===== config.mk =====
export PLATFORM = sky130hd
export DESIGN_NAME = mie_exec
export DESIGN_NICKNAME = d
export VERILOG_FILES = /design/src/rtl/core/mie_pkg.sv /design/src/rtl/core/mie_exec.sv
export SDC_FILE = /design/constraint.sdc
export NUM_CORES = 1
export LEC_CHECK = 0
export BUFFER_PORTS_ARGS = -buffer_cell sky130_fd_sc_hd__buf_2
export CORE_AREA = 2 2 280 282
export DETAILED_ROUTE_END_ITERATION = 8
export DIE_AREA = 0 0 282 284
export PLACE_DENSITY = 0.46
export SYNTH_ARGS = -nofsm -noshare
export SYNTH_HDL_FRONTEND = slang
export SYNTH_SLANG_ARGS = --single-unit

===== constraint.sdc =====
create_clock -name vclk -period 6.6
set_input_delay 0.66 -clock vclk [all_inputs]
set_output_delay 0.66 -clock vclk [all_outputs]
set_load 0.02 [all_outputs]

===== src/rtl/core/mie_pkg.sv =====
// ----------------------------------------------------------------------------
// mie_pkg: shared types, codes and helpers of the I-type execute unit
// Opcode codes, load kinds, the stage record between execute and memory
// stage, and the byte-lane helpers used by both.
// ----------------------------------------------------------------------------
package mie_pkg;

  localparam logic [31:0] RESET_PC = 32'hBFC0_0000;

  localparam logic [5:0] OP_J      = 6'h02;
  localparam logic [5:0] OP_JAL    = 6'h03;
  localparam logic [5:0] OP_BEQ    = 6'h04;
  localparam logic [5:0] OP_BNE    = 6'h05;
  localparam logic [5:0] OP_BLEZ   = 6'h06;
  localparam logic [5:0] OP_BGTZ   = 6'h07;
  localparam logic [5:0] OP_ADDI   = 6'h08;
  localparam logic [5:0] OP_ADDIU  = 6'h09;
  localparam logic [5:0] OP_SLTI   = 6'h0A;
  localparam logic [5:0] OP_SLTIU  = 6'h0B;
  localparam logic [5:0] OP_ANDI   = 6'h0C;
  localparam logic [5:0] OP_ORI    = 6'h0D;
  localparam logic [5:0] OP_XORI   = 6'h0E;
  localparam logic [5:0] OP_LUI    = 6'h0F;
  localparam logic [5:0] OP_BEQL   = 6'h14;
  localparam logic [5:0] OP_BNEL   = 6'h15;
  localparam logic [5:0] OP_BLEZL  = 6'h16;
  localparam logic [5:0] OP_BGTZL  = 6'h17;
  localparam logic [5:0] OP_DADDI  = 6'h18;
  localparam logic [5:0] OP_DADDIU = 6'h19;
  localparam logic [5:0] OP_LDL    = 6'h1A;
  localparam logic [5:0] OP_LDR    = 6'h1B;
  localparam logic [5:0] OP_LQ     = 6'h1E;
  localparam logic [5:0] OP_SQ     = 6'h1F;
  localparam logic [5:0] OP_LB     = 6'h20;
  localparam logic [5:0] OP_LH     = 6'h21;
  localparam logic [5:0] OP_LWL    = 6'h22;
  localparam logic [5:0] OP_LW     = 6'h23;
  localparam logic [5:0] OP_LBU    = 6'h24;
  localparam logic [5:0] OP_LHU    = 6'h25;
  localparam logic [5:0] OP_LWR    = 6'h26;
  localparam logic [5:0] OP_LWU    = 6'h27;
  localparam logic [5:0] OP_SB     = 6'h28;
  localparam logic [5:0] OP_SH     = 6'h29;
  localparam logic [5:0] OP_SWL    = 6'h2A;
  localparam logic [5:0] OP_SW     = 6'h2B;
  localparam logic [5:0] OP_SDL    = 6'h2C;
  localparam logic [5:0] OP_SDR    = 6'h2D;
  localparam logic [5:0] OP_SWR    = 6'h2E;
  localparam logic [5:0] OP_CACHE  = 6'h2F;
  localparam logic [5:0] OP_PREF   = 6'h33;
  localparam logic [5:0] OP_LD     = 6'h37;
  localparam logic [5:0] OP_SD     = 6'h3F;

  localparam logic [1:0] BR_EQ  = 2'd0;
  localparam logic [1:0] BR_NE  = 2'd1;
  localparam logic [1:0] BR_LEZ = 2'd2;
  localparam logic [1:0] BR_GTZ = 2'd3;

  typedef enum logic [3:0] {
    LD_NONE, LD_B, LD_BU, LD_H, LD_HU, LD_W, LD_WU, LD_D, LD_Q,
    LD_DL, LD_DR, LD_WL, LD_WR
  } ld_kind_t;

  typedef struct packed {
    logic [31:0]  next_pc;
    logic         set_pending;
    logic         clr_pending;
    logic [31:0]  new_target;
    logic         reg_wr;
    logic         reg_hi;
    logic [4:0]   widx;
    logic [63:0]  alu_val;
    logic [63:0]  rt_val;
    ld_kind_t     ld_kind;
    logic [3:0]   ld_shift;
    logic [7:0]   ld_mask;
    logic         ld_sa_zero;
    logic         mem_rd;
    logic [31:0]  mem_addr;
    logic         st_en;
    logic [127:0] st_data;
    logic [15:0]  st_be;
    logic [31:0]  st_addr;
    logic         unh;
  } exec_t;

  function automatic logic [63:0] sx8(input logic [63:0] v);
    return {{56{v[7]}}, v[7:0]};
  endfunction

  function automatic logic [63:0] sx16(input logic [63:0] v);
    return {{48{v[15]}}, v[15:0]};
  endfunction

  function automatic logic [63:0] sx32(input logic [63:0] v);
    return {{32{v[31]}}, v[31:0]};
  endfunction

  // Run of len ones starting at bit 0, len from 0 to 16.
  function automatic logic [15:0] len_mask(input logic [4:0] len);
    logic [16:0] t;
    t = (17'd1 << len) - 17'd1;
    return t[15:0];
  endfunction

  function automatic logic [63:0] merge_bytes(input logic [63:0] base,
                                              input logic [63:0] src,
                                              input logic [7:0]  mask);
    logic [63:0] r;
    for (int i = 0; i < 8; i++) begin
      r[8*i +: 8] = mask[i] ? src[8*i +: 8] : base[8*i +: 8];
    end
    return r;
  endfunction

endpackage


===== src/rtl/core/mie_exec.sv =====
// ----------------------------------------------------------------------------
// mie_exec: decode, ALU, branch and address stage
// Works on the instruction and its operands, and produces the record that
// the memory stage needs: register write, load shaping and store lanes.
// ----------------------------------------------------------------------------
module mie_exec (
  input  logic [31:0]    instruction,
  input  logic [31:0]    pc,
  input  logic           branch_pending,
  input  logic [31:0]    branch_target,
  input  logic [63:0]    rs_val,
  input  logic [63:0]    rt_val,
  input  logic [63:0]    rt_hi_val,
  output mie_pkg::exec_t ex
);
  import mie_pkg::*;

  logic [5:0]   op;
  logic [4:0]   rt;
  logic [15:0]  imm;
  logic [63:0]  simm;
  logic [31:0]  pc4, pc8, ea, ma, btgt, tgt;
  logic         quad;
  logic [2:0]   o;
  logic [1:0]   sa;
  logic         wr, br, cond, skip, mem_rd, st, unh;
  logic [4:0]   widx;
  logic [63:0]  val;
  ld_kind_t     ld;
  logic [2:0]   ld_back, st_back, ld_start, st_start;
  logic [4:0]   ld_len, st_len;
  logic [15:0]  ld_m16, st_m16;
  logic [3:0]   ld_shift, st_shift;
  logic [191:0] st_win;

  assign op   = instruction[31:26];
  assign rt   = instruction[20:16];
  assign imm  = instruction[15:0];
  assign simm = {{48{imm[15]}}, imm};
  assign pc4  = pc + 32'd4;
  assign pc8  = pc + 32'd8;
  assign ea   = rs_val[31:0] + simm[31:0];
  assign btgt = pc4 + {simm[29:0], 2'b00};
  assign quad = (op == OP_LQ) || (op == OP_SQ);
  assign ma   = quad ? {ea[31:4], 4'b0000} : ea;
  assign o    = ma[2:0];
  assign sa   = ma[1:0];

  always_comb begin
    wr       = 1'b0;
    widx     = rt;
    val      = '0;
    br       = 1'b0;
    cond     = 1'b0;
    skip     = 1'b0;
    tgt      = '0;
    ld       = LD_NONE;
    mem_rd   = 1'b0;
    st       = 1'b0;
    unh      = 1'b0;
    ld_back  = 3'd0;
    ld_start = 3'd0;
    ld_len   = 5'd0;
    st_back  = 3'd0;
    st_start = o;
    st_len   = 5'd0;
    unique case (op) inside
      OP_J, OP_JAL: begin
        br  = 1'b1;
        tgt = {pc4[31:28], instruction[25:0], 2'b00};
        if (op == OP_JAL) begin
          wr   = 1'b1;
          widx = 5'd31;
          val  = {32'd0, pc8};
        end
      end
      OP_BEQ, OP_BNE, OP_BLEZ, OP_BGTZ, OP_BEQL, OP_BNEL, OP_BLEZL, OP_BGTZL: begin
        case (op[1:0])
          BR_EQ:   cond = (rs_val == rt_val);
          BR_NE:   cond = (rs_val != rt_val);
          BR_LEZ:  cond = (rs_val == '0) || rs_val[63];
          default: cond = (rs_val != '0) && !rs_val[63];
        endcase
        if (cond) begin
          br  = 1'b1;
          tgt = btgt;
        end else begin
          skip = op[4];
        end
      end
      OP_ADDI, OP_ADDIU: begin
        wr  = 1'b1;
        val = sx32({32'd0, ea});
      end
      OP_SLTI: begin
        wr  = 1'b1;
        val = {63'd0, $signed(rs_val) < $signed(simm)};
      end
      OP_SLTIU: begin
        wr  = 1'b1;
        val = {63'd0, rs_val < simm};
      end
      OP_ANDI: begin
        wr  = 1'b1;
        val = rs_val & {48'd0, imm};
      end
      OP_ORI: begin
        wr  = 1'b1;
        val = rs_val | {48'd0, imm};
      end
      OP_XORI: begin
        wr  = 1'b1;
        val = rs_val ^ {48'd0, imm};
      end
      OP_LUI: begin
        wr  = 1'b1;
        val = sx32({32'd0, imm, 16'd0});
      end
      OP_DADDI, OP_DADDIU: begin
        wr  = 1'b1;
        val = rs_val + simm;
      end
      OP_LB, OP_LBU, OP_LH, OP_LHU, OP_LW, OP_LWU, OP_LD, OP_LQ: begin
        wr     = 1'b1;
        mem_rd = 1'b1;
        unique case (op)
          OP_LB:   ld = LD_B;
          OP_LBU:  ld = LD_BU;
          OP_LH:   ld = LD_H;
          OP_LHU:  ld = LD_HU;
          OP_LW:   ld = LD_W;
          OP_LWU:  ld = LD_WU;
          OP_LD:   ld = LD_D;
          default: ld = LD_Q;
        endcase
      end
      OP_LDL: begin
        wr       = 1'b1;
        mem_rd   = 1'b1;
        ld       = LD_DL;
        ld_back  = 3'd7;
        ld_start = 3'd7 - o;
        ld_len   = 5'(o) + 5'd1;
      end
      OP_LDR: begin
        wr     = 1'b1;
        mem_rd = 1'b1;
        ld     = LD_DR;
        ld_len = 5'd8 - 5'(o);
      end
      OP_LWL: begin
        wr       = 1'b1;
        mem_rd   = 1'b1;
        ld       = LD_WL;
        ld_back  = 3'd3;
        ld_start = 3'd3 - {1'b0, sa};
        ld_len   = 5'(sa) + 5'd1;
      end
      OP_LWR: begin
        wr     = 1'b1;
        mem_rd = 1'b1;
        ld     = LD_WR;
        ld_len = 5'd4 - 5'(sa);
      end
      OP_SB: begin
        st     = 1'b1;
        st_len = 5'd1;
      end
      OP_SH: begin
        st     = 1'b1;
        st_len = 5'd2;
      end
      OP_SW: begin
        st     = 1'b1;
        st_len = 5'd4;
      end
      OP_SD: begin
        st     = 1'b1;
        st_len = 5'd8;
      end
      OP_SQ: begin
        st     = 1'b1;
        st_len = 5'd16;
      end
      OP_SWL: begin
        st       = 1'b1;
        st_back  = 3'd3;
        st_start = o - {1'b0, sa};
        st_len   = 5'(sa) + 5'd1;
      end
      OP_SWR: begin
        st     = 1'b1;
        st_len = 5'd4 - 5'(sa);
      end
      OP_SDL: begin
        st       = 1'b1;
        st_back  = 3'd7;
        st_start = 3'd0;
        st_len   = 5'(o) + 5'd1;
      end
      OP_SDR: begin
        st     = 1'b1;
        st_len = 5'd8 - 5'(o);
      end
      OP_CACHE, OP_PREF: begin
      end
      default: begin
        unh = 1'b1;
      end
    endcase
  end

  // Load window byte j of the result comes from window byte o + j - back.
  assign ld_shift = {1'b0, o} + 4'd8 - {1'b0, ld_back};
  // Store window byte p takes rt byte p - o + back.
  assign st_shift = 4'd8 - {1'b0, o} + {1'b0, st_back};
  assign ld_m16   = len_mask(ld_len) << ld_start;
  assign st_m16   = len_mask(st_len) << st_start;
  assign st_win   = {64'd0, rt_val, 64'd0} >> {st_shift, 3'b000};

  always_comb begin
    ex.next_pc     = branch_pending ? branch_target : (skip ? pc8 : pc4);
    ex.set_pending = !branch_pending && br;
    ex.clr_pending = branch_pending;
    ex.new_target  = tgt;
    ex.reg_wr      = wr && (widx != 5'd0);
    ex.reg_hi      = (ld == LD_Q);
    ex.widx        = widx;
    ex.alu_val     = val;
    ex.rt_val      = rt_val;
    ex.ld_kind     = ld;
    ex.ld_shift    = ld_shift;
    ex.ld_mask     = ld_m16[7:0];
    ex.ld_sa_zero  = (sa == 2'd0);
    ex.mem_rd      = mem_rd;
    ex.mem_addr    = ma;
    ex.st_en       = st;
    ex.st_data     = quad ? {rt_hi_val, rt_val} : st_win[127:0];
    ex.st_be       = st_m16;
    ex.st_addr     = ea;
    ex.unh         = unh;
  end

endmodule


[Yosys cells after proc, flatten, opt, wreduce, memory -nomap -nowiden]
Index checks and enable logic that the tools add are counted.
Word-level totals
  logic and storage cells: 126
  register bits: 0
  output and inout bits: 429
Operators by class
  add/subtract/negate cells: 18
  shift-type cells: 5
  magnitude comparators: 2
  equal/unequal tests: 48
  mux-type cells: 29
  bitwise operators: 3
  reduce and logical (&&, ||, !) cells: 21
Operators by type and width (number)
  case mux 64 bit (9 select lines): 1
  two-way mux 128 bit: 1
  two-way mux 32 bit: 4
  right shift 128 x 7 -> 128 bit: 1
  equality test 6 bit, second input constant: 19
  adder 32 bit: 2
  adder 64 bit: 1
  bitwise AND 64 x 16 -> 64 bit: 1
  equality test 64 bit: 1
  logical NOT 64 bit: 1
  < comparator 64 x 16 -> 1 bit: 1
  < comparator 64 bit: 1
  inequality test 64 bit: 1
  bitwise OR 64 x 16 -> 64 bit: 1
  case mux 32 bit (2 select lines): 1
  nonzero test 64 bit: 1
  bitwise XOR 64 x 16 -> 64 bit: 1
  equality test 6 x 5 -> 1 bit, second input constant: 10
  equality test 6 x 4 -> 1 bit, second input constant: 8
  case mux 5 bit (9 select lines): 1
  OR reduction 43 bit: 1
  adder 32 x 3 -> 32 bit, second input constant: 1
  adder 32 x 4 -> 32 bit, second input constant: 1
  << shifter 1 x 5 -> 16 bit, first input constant: 2
  other kinds (38): 63

[Depth between registers and ports, before layout]
Gate-level depths: netlist of the first run.
  depth after elaboration: 8
  gate-level depth with buffers: 22

[Worst setup path before layout of the first run]
Ideal clock, no wire load.
  path type: input-to-output
  start: input instruction[0]
  end: output ex[43] (netlist bit)
  path slack: 1110 ps
  arrival time: 4830 ps
  required time: 5940 ps
  stages on the path: 22
  cell sequence: ha_1 inv_1 fa_1 nor2_2 inv_1 ha_1 nand2_1 a21o_1 a21o_1 clkbuf_1 clkbuf_1 and2_1 nand2_1 ha_1 clkbuf_1 clkbuf_1 nand3_1 a21oi_1 a21oi_1 nor2_1 mux2i_1 mux2i_1
RTL lines
  from (decl): RTL line mie_exec.sv:7  | input logic [31:0] instruction,
  to (decl): RTL line mie_exec.sv:14  | output mie_pkg::exec_t ex

==> results of run 1 <==
[power by group through the flow]
| stage | combinational (mW) | clock, mW | sequential (mW) |
|---|---|---|---|
| after floorplan | 2.18 | 0 | 0 |
| after global placement | 3.47 | 0 | 0 |
| after detailed placement | 3.46 | 0 | 0 |
| after CTS | 3.47 | 0 | 0 |
| after global routing | 3.71 | 0.0000000813 | 0 |
| final | 3.51 | 0.0000000421 | 0 |
[area by class of cell]
cell class / count / area, sq um
inverter: 120 / 450
antenna: 10 / 25.0
multi-input combinational: 2322 / 15500
tap: 1040 / 1300
timing repair buffer: 775 / 4030
fill: 8838 / 55700
[metal layers]
layer,vias to the layer above,track usage
met5,-,0
met1,11200,0.352
met2,1313,0.491
met3,239,0.0392
li1,10900,-
met4,6,0.133
[layout by cell type (no fill, tap or decap), types with 15 or more instances in the layout]
cell	count
and2_1	17
xnor2_1	118
o21ai_0	219
buf_4	56
nand4_1	34
xor2_1	83
and3_1	23
mux2_2	33
o22ai_1	27
ha_1	182
a221o_1	32
o21bai_1	27
a21o_1	44
a211oi_1	25
nor4_1	56
a21oi_1	243
nor2_1	238
o211ai_1	33
nand2_1	306
nor3_1	68
nand3_1	101
nand2b_1	21
a31oi_1	22
nor2b_1	31
o31ai_1	26
buf_2	718
a22o_1	33
inv_1	117
a222oi_1	15
mux2i_1	54
[final timing paths]
check                     end  slack [ns]  cells past startpoint
worst max-delay path  ex[394]        0.63                     21
worst min-delay path  ex[264]        1.60                      2
[synthesized netlist by cell type, types with 6 or more instances]
master	n	area, sq um
o22ai_1	27	169
a221oi_1	7	61.3
a21oi_1	243	1220
a21o_1	44	330
clkbuf_1	138	518
xor2_1	84	736
nor3b_1	12	90.1
buf_4	97	728
or3_1	8	50.1
buf_2	46	230
ha_1	184	2300
nor4_1	56	350
o21ai_1	12	60.1
a31oi_1	22	138
a32o_1	12	120
a222oi_1	15	150
a22o_1	33	289
xnor2_1	119	1040
nand2_1	307	1150
a2111oi_0	8	70.1
o21bai_1	27	203
a211o_1	6	52.6
mux2_2	33	372
nand4_1	34	213
nand3_1	101	505
inv_1	118	443
nor3_1	70	350
or2_2	6	37.5
and2_1	17	106
o211ai_1	33	248
o21ai_0	219	1100
o21a_1	14	105
a211oi_1	25	188
o221ai_1	11	96.3
mux2i_1	54	541
and3_1	24	150
a221o_1	32	320
nor2_1	239	897
nand2b_1	21	131
o31ai_1	26	195
a21boi_0	8	60.1
nor2b_1	31	194
buf_1	15	56.3
[cells by family (layout without fill, tap and decap cells)]
kind of cell,Yosys count,count (layout),share of synthesized area
compound gates,891,891,0.336
buf+inv,418,895,0.115
mux,87,87,0.0524
other cells,0,10,0
fa+ha+maj,187,187,0.135
xor+xnor,203,203,0.102
simple gates,954,954,0.259
[metrics by stage]
step,area [sq um],worst slack [ns],util
floorplan,17400,1.11,-
global placement,21300,0.702,0.276
detailed placement,21300,0.598,0.276
CTS,21300,0.581,0.276
global route,21300,0.296,0.277
finish,21300,0.627,0.277
==> run metrics, run 1 <==
area grow syn2layout 22.2%; io pins 718; share of power burned in registers 0; register area share after synthesis 0; Yosys warning count 0; Unique masters post-synth 100; GRT Overall Usage 0.287; Met3 Routed Length 9.19 mm; MaxCap Viol Count 0; Residual DRC 0; gpl congestion 0.973; fmax 0.167 GHz; Hold-fix buffers, CTS 0; crit path launch pc[3]; Routed WL 122 mm; Pins Over Slew Limit 0; Setup crit start kind primary input; Crit path buffers/inverters 3; crit path DAT 5.31 ns; worst vdd ir 0.129 mV; global-route wire length before repair 168 mm; Mapped Cells 2740; Detail Route Antenna Nets 0; largest net degree at the start of global routing 86; critical path class primary input to output port; Worst Path Required 5.94 ns; Net Sw Power 2.42 mW; Initial Util 0.226; syn nets 3215; pwr/cell area 165 mW/mm^2; Cells after DPL 4257; routed wire length on met2 57.4 mm; post-DP HPWL 99.9 mm; post-cts sizing count 0; post-CTS setup buffers 0; Metal-1 WL 48.7 mm; relative max-transition margin 0.166; layout cell share with drive strength beyond 1 0.269; 1st-iter DRT viols 2432; GRT overflow 0; clkbuf count 0; Die H 284 um; Lkg Pwr 9.96 nW; RSZ-0062 raised after global routing no; crit path capture type output port; Hold WS 1.60 ns; Switching Share 0.691; CP peak stage delay 0.47 ns; Mean Syn Cell Area 6.36 sq um; fin nets 3694; CP Cell Sequence buf_2 > ha_1 > and3_1 > nand3_2 > nor2_1 > and3_1 > nand2_1 > xnor2_1 > ha_1 > a21o_1 > o211a_1 > nor4_1 > a211o_1 > a31o_2 > o21ai_0 > a2111oi_0 > a311oi_1 > buf_4 > a21oi_1 > o22ai_1 > buf_2; DR WL/cell 28.6 um; count of flip-flops and latches 0; minimum clock period 5.97 ns; drt pass-1 iters 8; outcome completed; Cell Count, Final, Fillers Out 4267; setup total negative slack 0 ns; vias in the first global route 22300; Pwr Total 3.51 mW; P_int 1.08 mW; Top Metal Used met5; initial antenna violation count 12; delay-heaviest family, CP compound AO/OA/AOI/OAI gates; CP max FO 6; Final Cycle Share 0.905; Gate power share 1.000; DIE AREA 0.0801 sq mm; Final setup viols 0; vias per std cell 5.54; Rows 102; Worst Hold Class primary input to output port; routed via count 23600; hold_sp rt_val[36]; Cell Area, Synth 0.0174 sq mm; Slew @ Worst Pin 1.24 ns; Final Hold Fails 0; CORE AREA 0.0770 sq mm; sequential cell area 0 sq um; Worst path slowest cell o21ai_0; clock share of power 0; port bufs 718; die width 282 um
No activity file was read; power rests on OpenSTA's default activity.
==> inputs of run 2 (changes only) <==
--- a/config.mk
+++ b/config.mk
@@ -6,10 +6,10 @@
 export NUM_CORES = 1
 export LEC_CHECK = 0
 export BUFFER_PORTS_ARGS = -buffer_cell sky130_fd_sc_hd__buf_2
-export CORE_AREA = 2 2 280 282
+export CORE_AREA = 2 2 276 278
 export DETAILED_ROUTE_END_ITERATION = 8
-export DIE_AREA = 0 0 282 284
-export PLACE_DENSITY = 0.46
+export DIE_AREA = 0 0 278 280
+export PLACE_DENSITY = 0.47
 export SYNTH_ARGS = -nofsm -noshare
 export SYNTH_HDL_FRONTEND = slang
 export SYNTH_SLANG_ARGS = --single-unit
==> run 2 against run 1 <==
  * Non-clock buffer count fell by 3
  * Hold slack worse by 0.018 ns
  * Power rose by 0.23%
  * Core utilization increased by 0.50 points
  * Count of clock-buffer cells in the layout unchanged
  * Via count hardly changed
  * Critical endpoint unchanged
==> run metrics, run 2 (synthesis results as in run 1) <==
outcome completed; Final setup viols 0; gpl congestion 0.979; Worst path slowest cell o21ai_0; final core occ 0.282; most common cell after layout, fill and taps aside buf_2; Crit path buffers/inverters 2; GRT Overall Usage 0.292; cell area after layout 0.0212 sq mm; CORE AREA 0.0752 sq mm; drt pass-1 iters 6; Setup WS post-layout 0.496 ns; Cell Count, Final, Fillers Out 4198; Hold WS 1.59 ns; fmax 0.164 GHz; sequential cell area 0 sq um; Initial Util 0.232; Pwr Total 3.51 mW; Cells after DPL 4192; CP max FO 6; minimum clock period 6.10 ns; area grow syn2layout 21.6%; most frequent cells in the layout 718 x buf_2, 306 x nand2_1, 243 x a21oi_1, 238 x nor2_1, 219 x o21ai_0; io pins 718; largest net degree at the start of global routing 91; Residual DRC 0; crit path capture type output port; count of flip-flops and latches 0; DR WL/cell 28.8 um; setup total negative slack 0 ns; critical path class primary input to output port; MaxCap Viol Count 0; global-route wire length before repair 167 mm; GRT overflow 0; port bufs 718; Worst Path Required 5.94 ns; Rows 101; post-CTS setup buffers 0; initial antenna violation count 14; Final Cycle Share 0.925; Setup crit start kind primary input; Hold-fix buffers, CTS 0; FILL cells 8621; 1st-iter DRT viols 2320; pre-CTS setup slack 0.608 ns; Lkg Pwr 9.95 nW; post-cts sizing count 0; CP peak stage delay 0.60 ns; Pins Over Slew Limit 0; die width 278 um; post-DP HPWL 99.5 mm; relative max-transition margin 0.251; Slew @ Worst Pin 1.11 ns; clkbuf count 0; fin nets 3691; delay-heaviest family, CP compound AO/OA/AOI/OAI gates; Detail Route Antenna Nets 0; vias per std cell 5.63; routed via count 23600; crit path DAT 5.44 ns; Die H 280 um; pwr/cell area 166 mW/mm^2; RSZ-0062 raised after global routing no; worst vdd ir 0.111 mV; layout cell share with drive strength beyond 1 0.268; CP Cell Sequence buf_2 > ha_1 > and3_1 > nand3_2 > nor2_1 > and3_1 > nand2_1 > xnor2_1 > ha_1 > a21o_1 > o211a_1 > nor4_1 > a211o_1 > a31o_2 > o21ai_0 > a2111oi_0 > a311oi_1 > a21oi_1 > o22ai_1 > buf_2; Cell Area, Placed 0.0212 sq mm; Routed WL 121 mm; Worst Hold Class primary input to output port; DIE AREA 0.0778 sq mm; vias in the first global route 22300; Final Hold Fails 0
-- run 2: layout make-up --
cell class	instances	area, sq um	share of cell area
antenna	6	15.0	0.000709
timing repair buffer	772	4010	0.189
multi-input combinational	2322	15500	0.731
inverter	120	450	0.0213
tap	978	1220	0.0578
-- run 2: worst paths after layout --
kind,endpoint,cells after the start,startpoint,slack [ns]
max,ex[394],20,pc[3],0.50
min,ex[249],2,rt_val[21],1.59
-- run 2: per-layer routing --
layer / vias up / GRT usage / share of wire
met3: 270 / 0.0311 / 0.065
li1: 10800 / - / -
met4: 12 / 0.143 / 0.060
met2: 1270 / 0.502 / 0.47
met1: 11300 / 0.363 / 0.41
met5: - / 0 / 0.00061
-- run 2: report_power, final --
group          switching, mW  internal [mW]
sequential                 0              0
clock                      0  0.00000000203
combinational           2.44           1.08
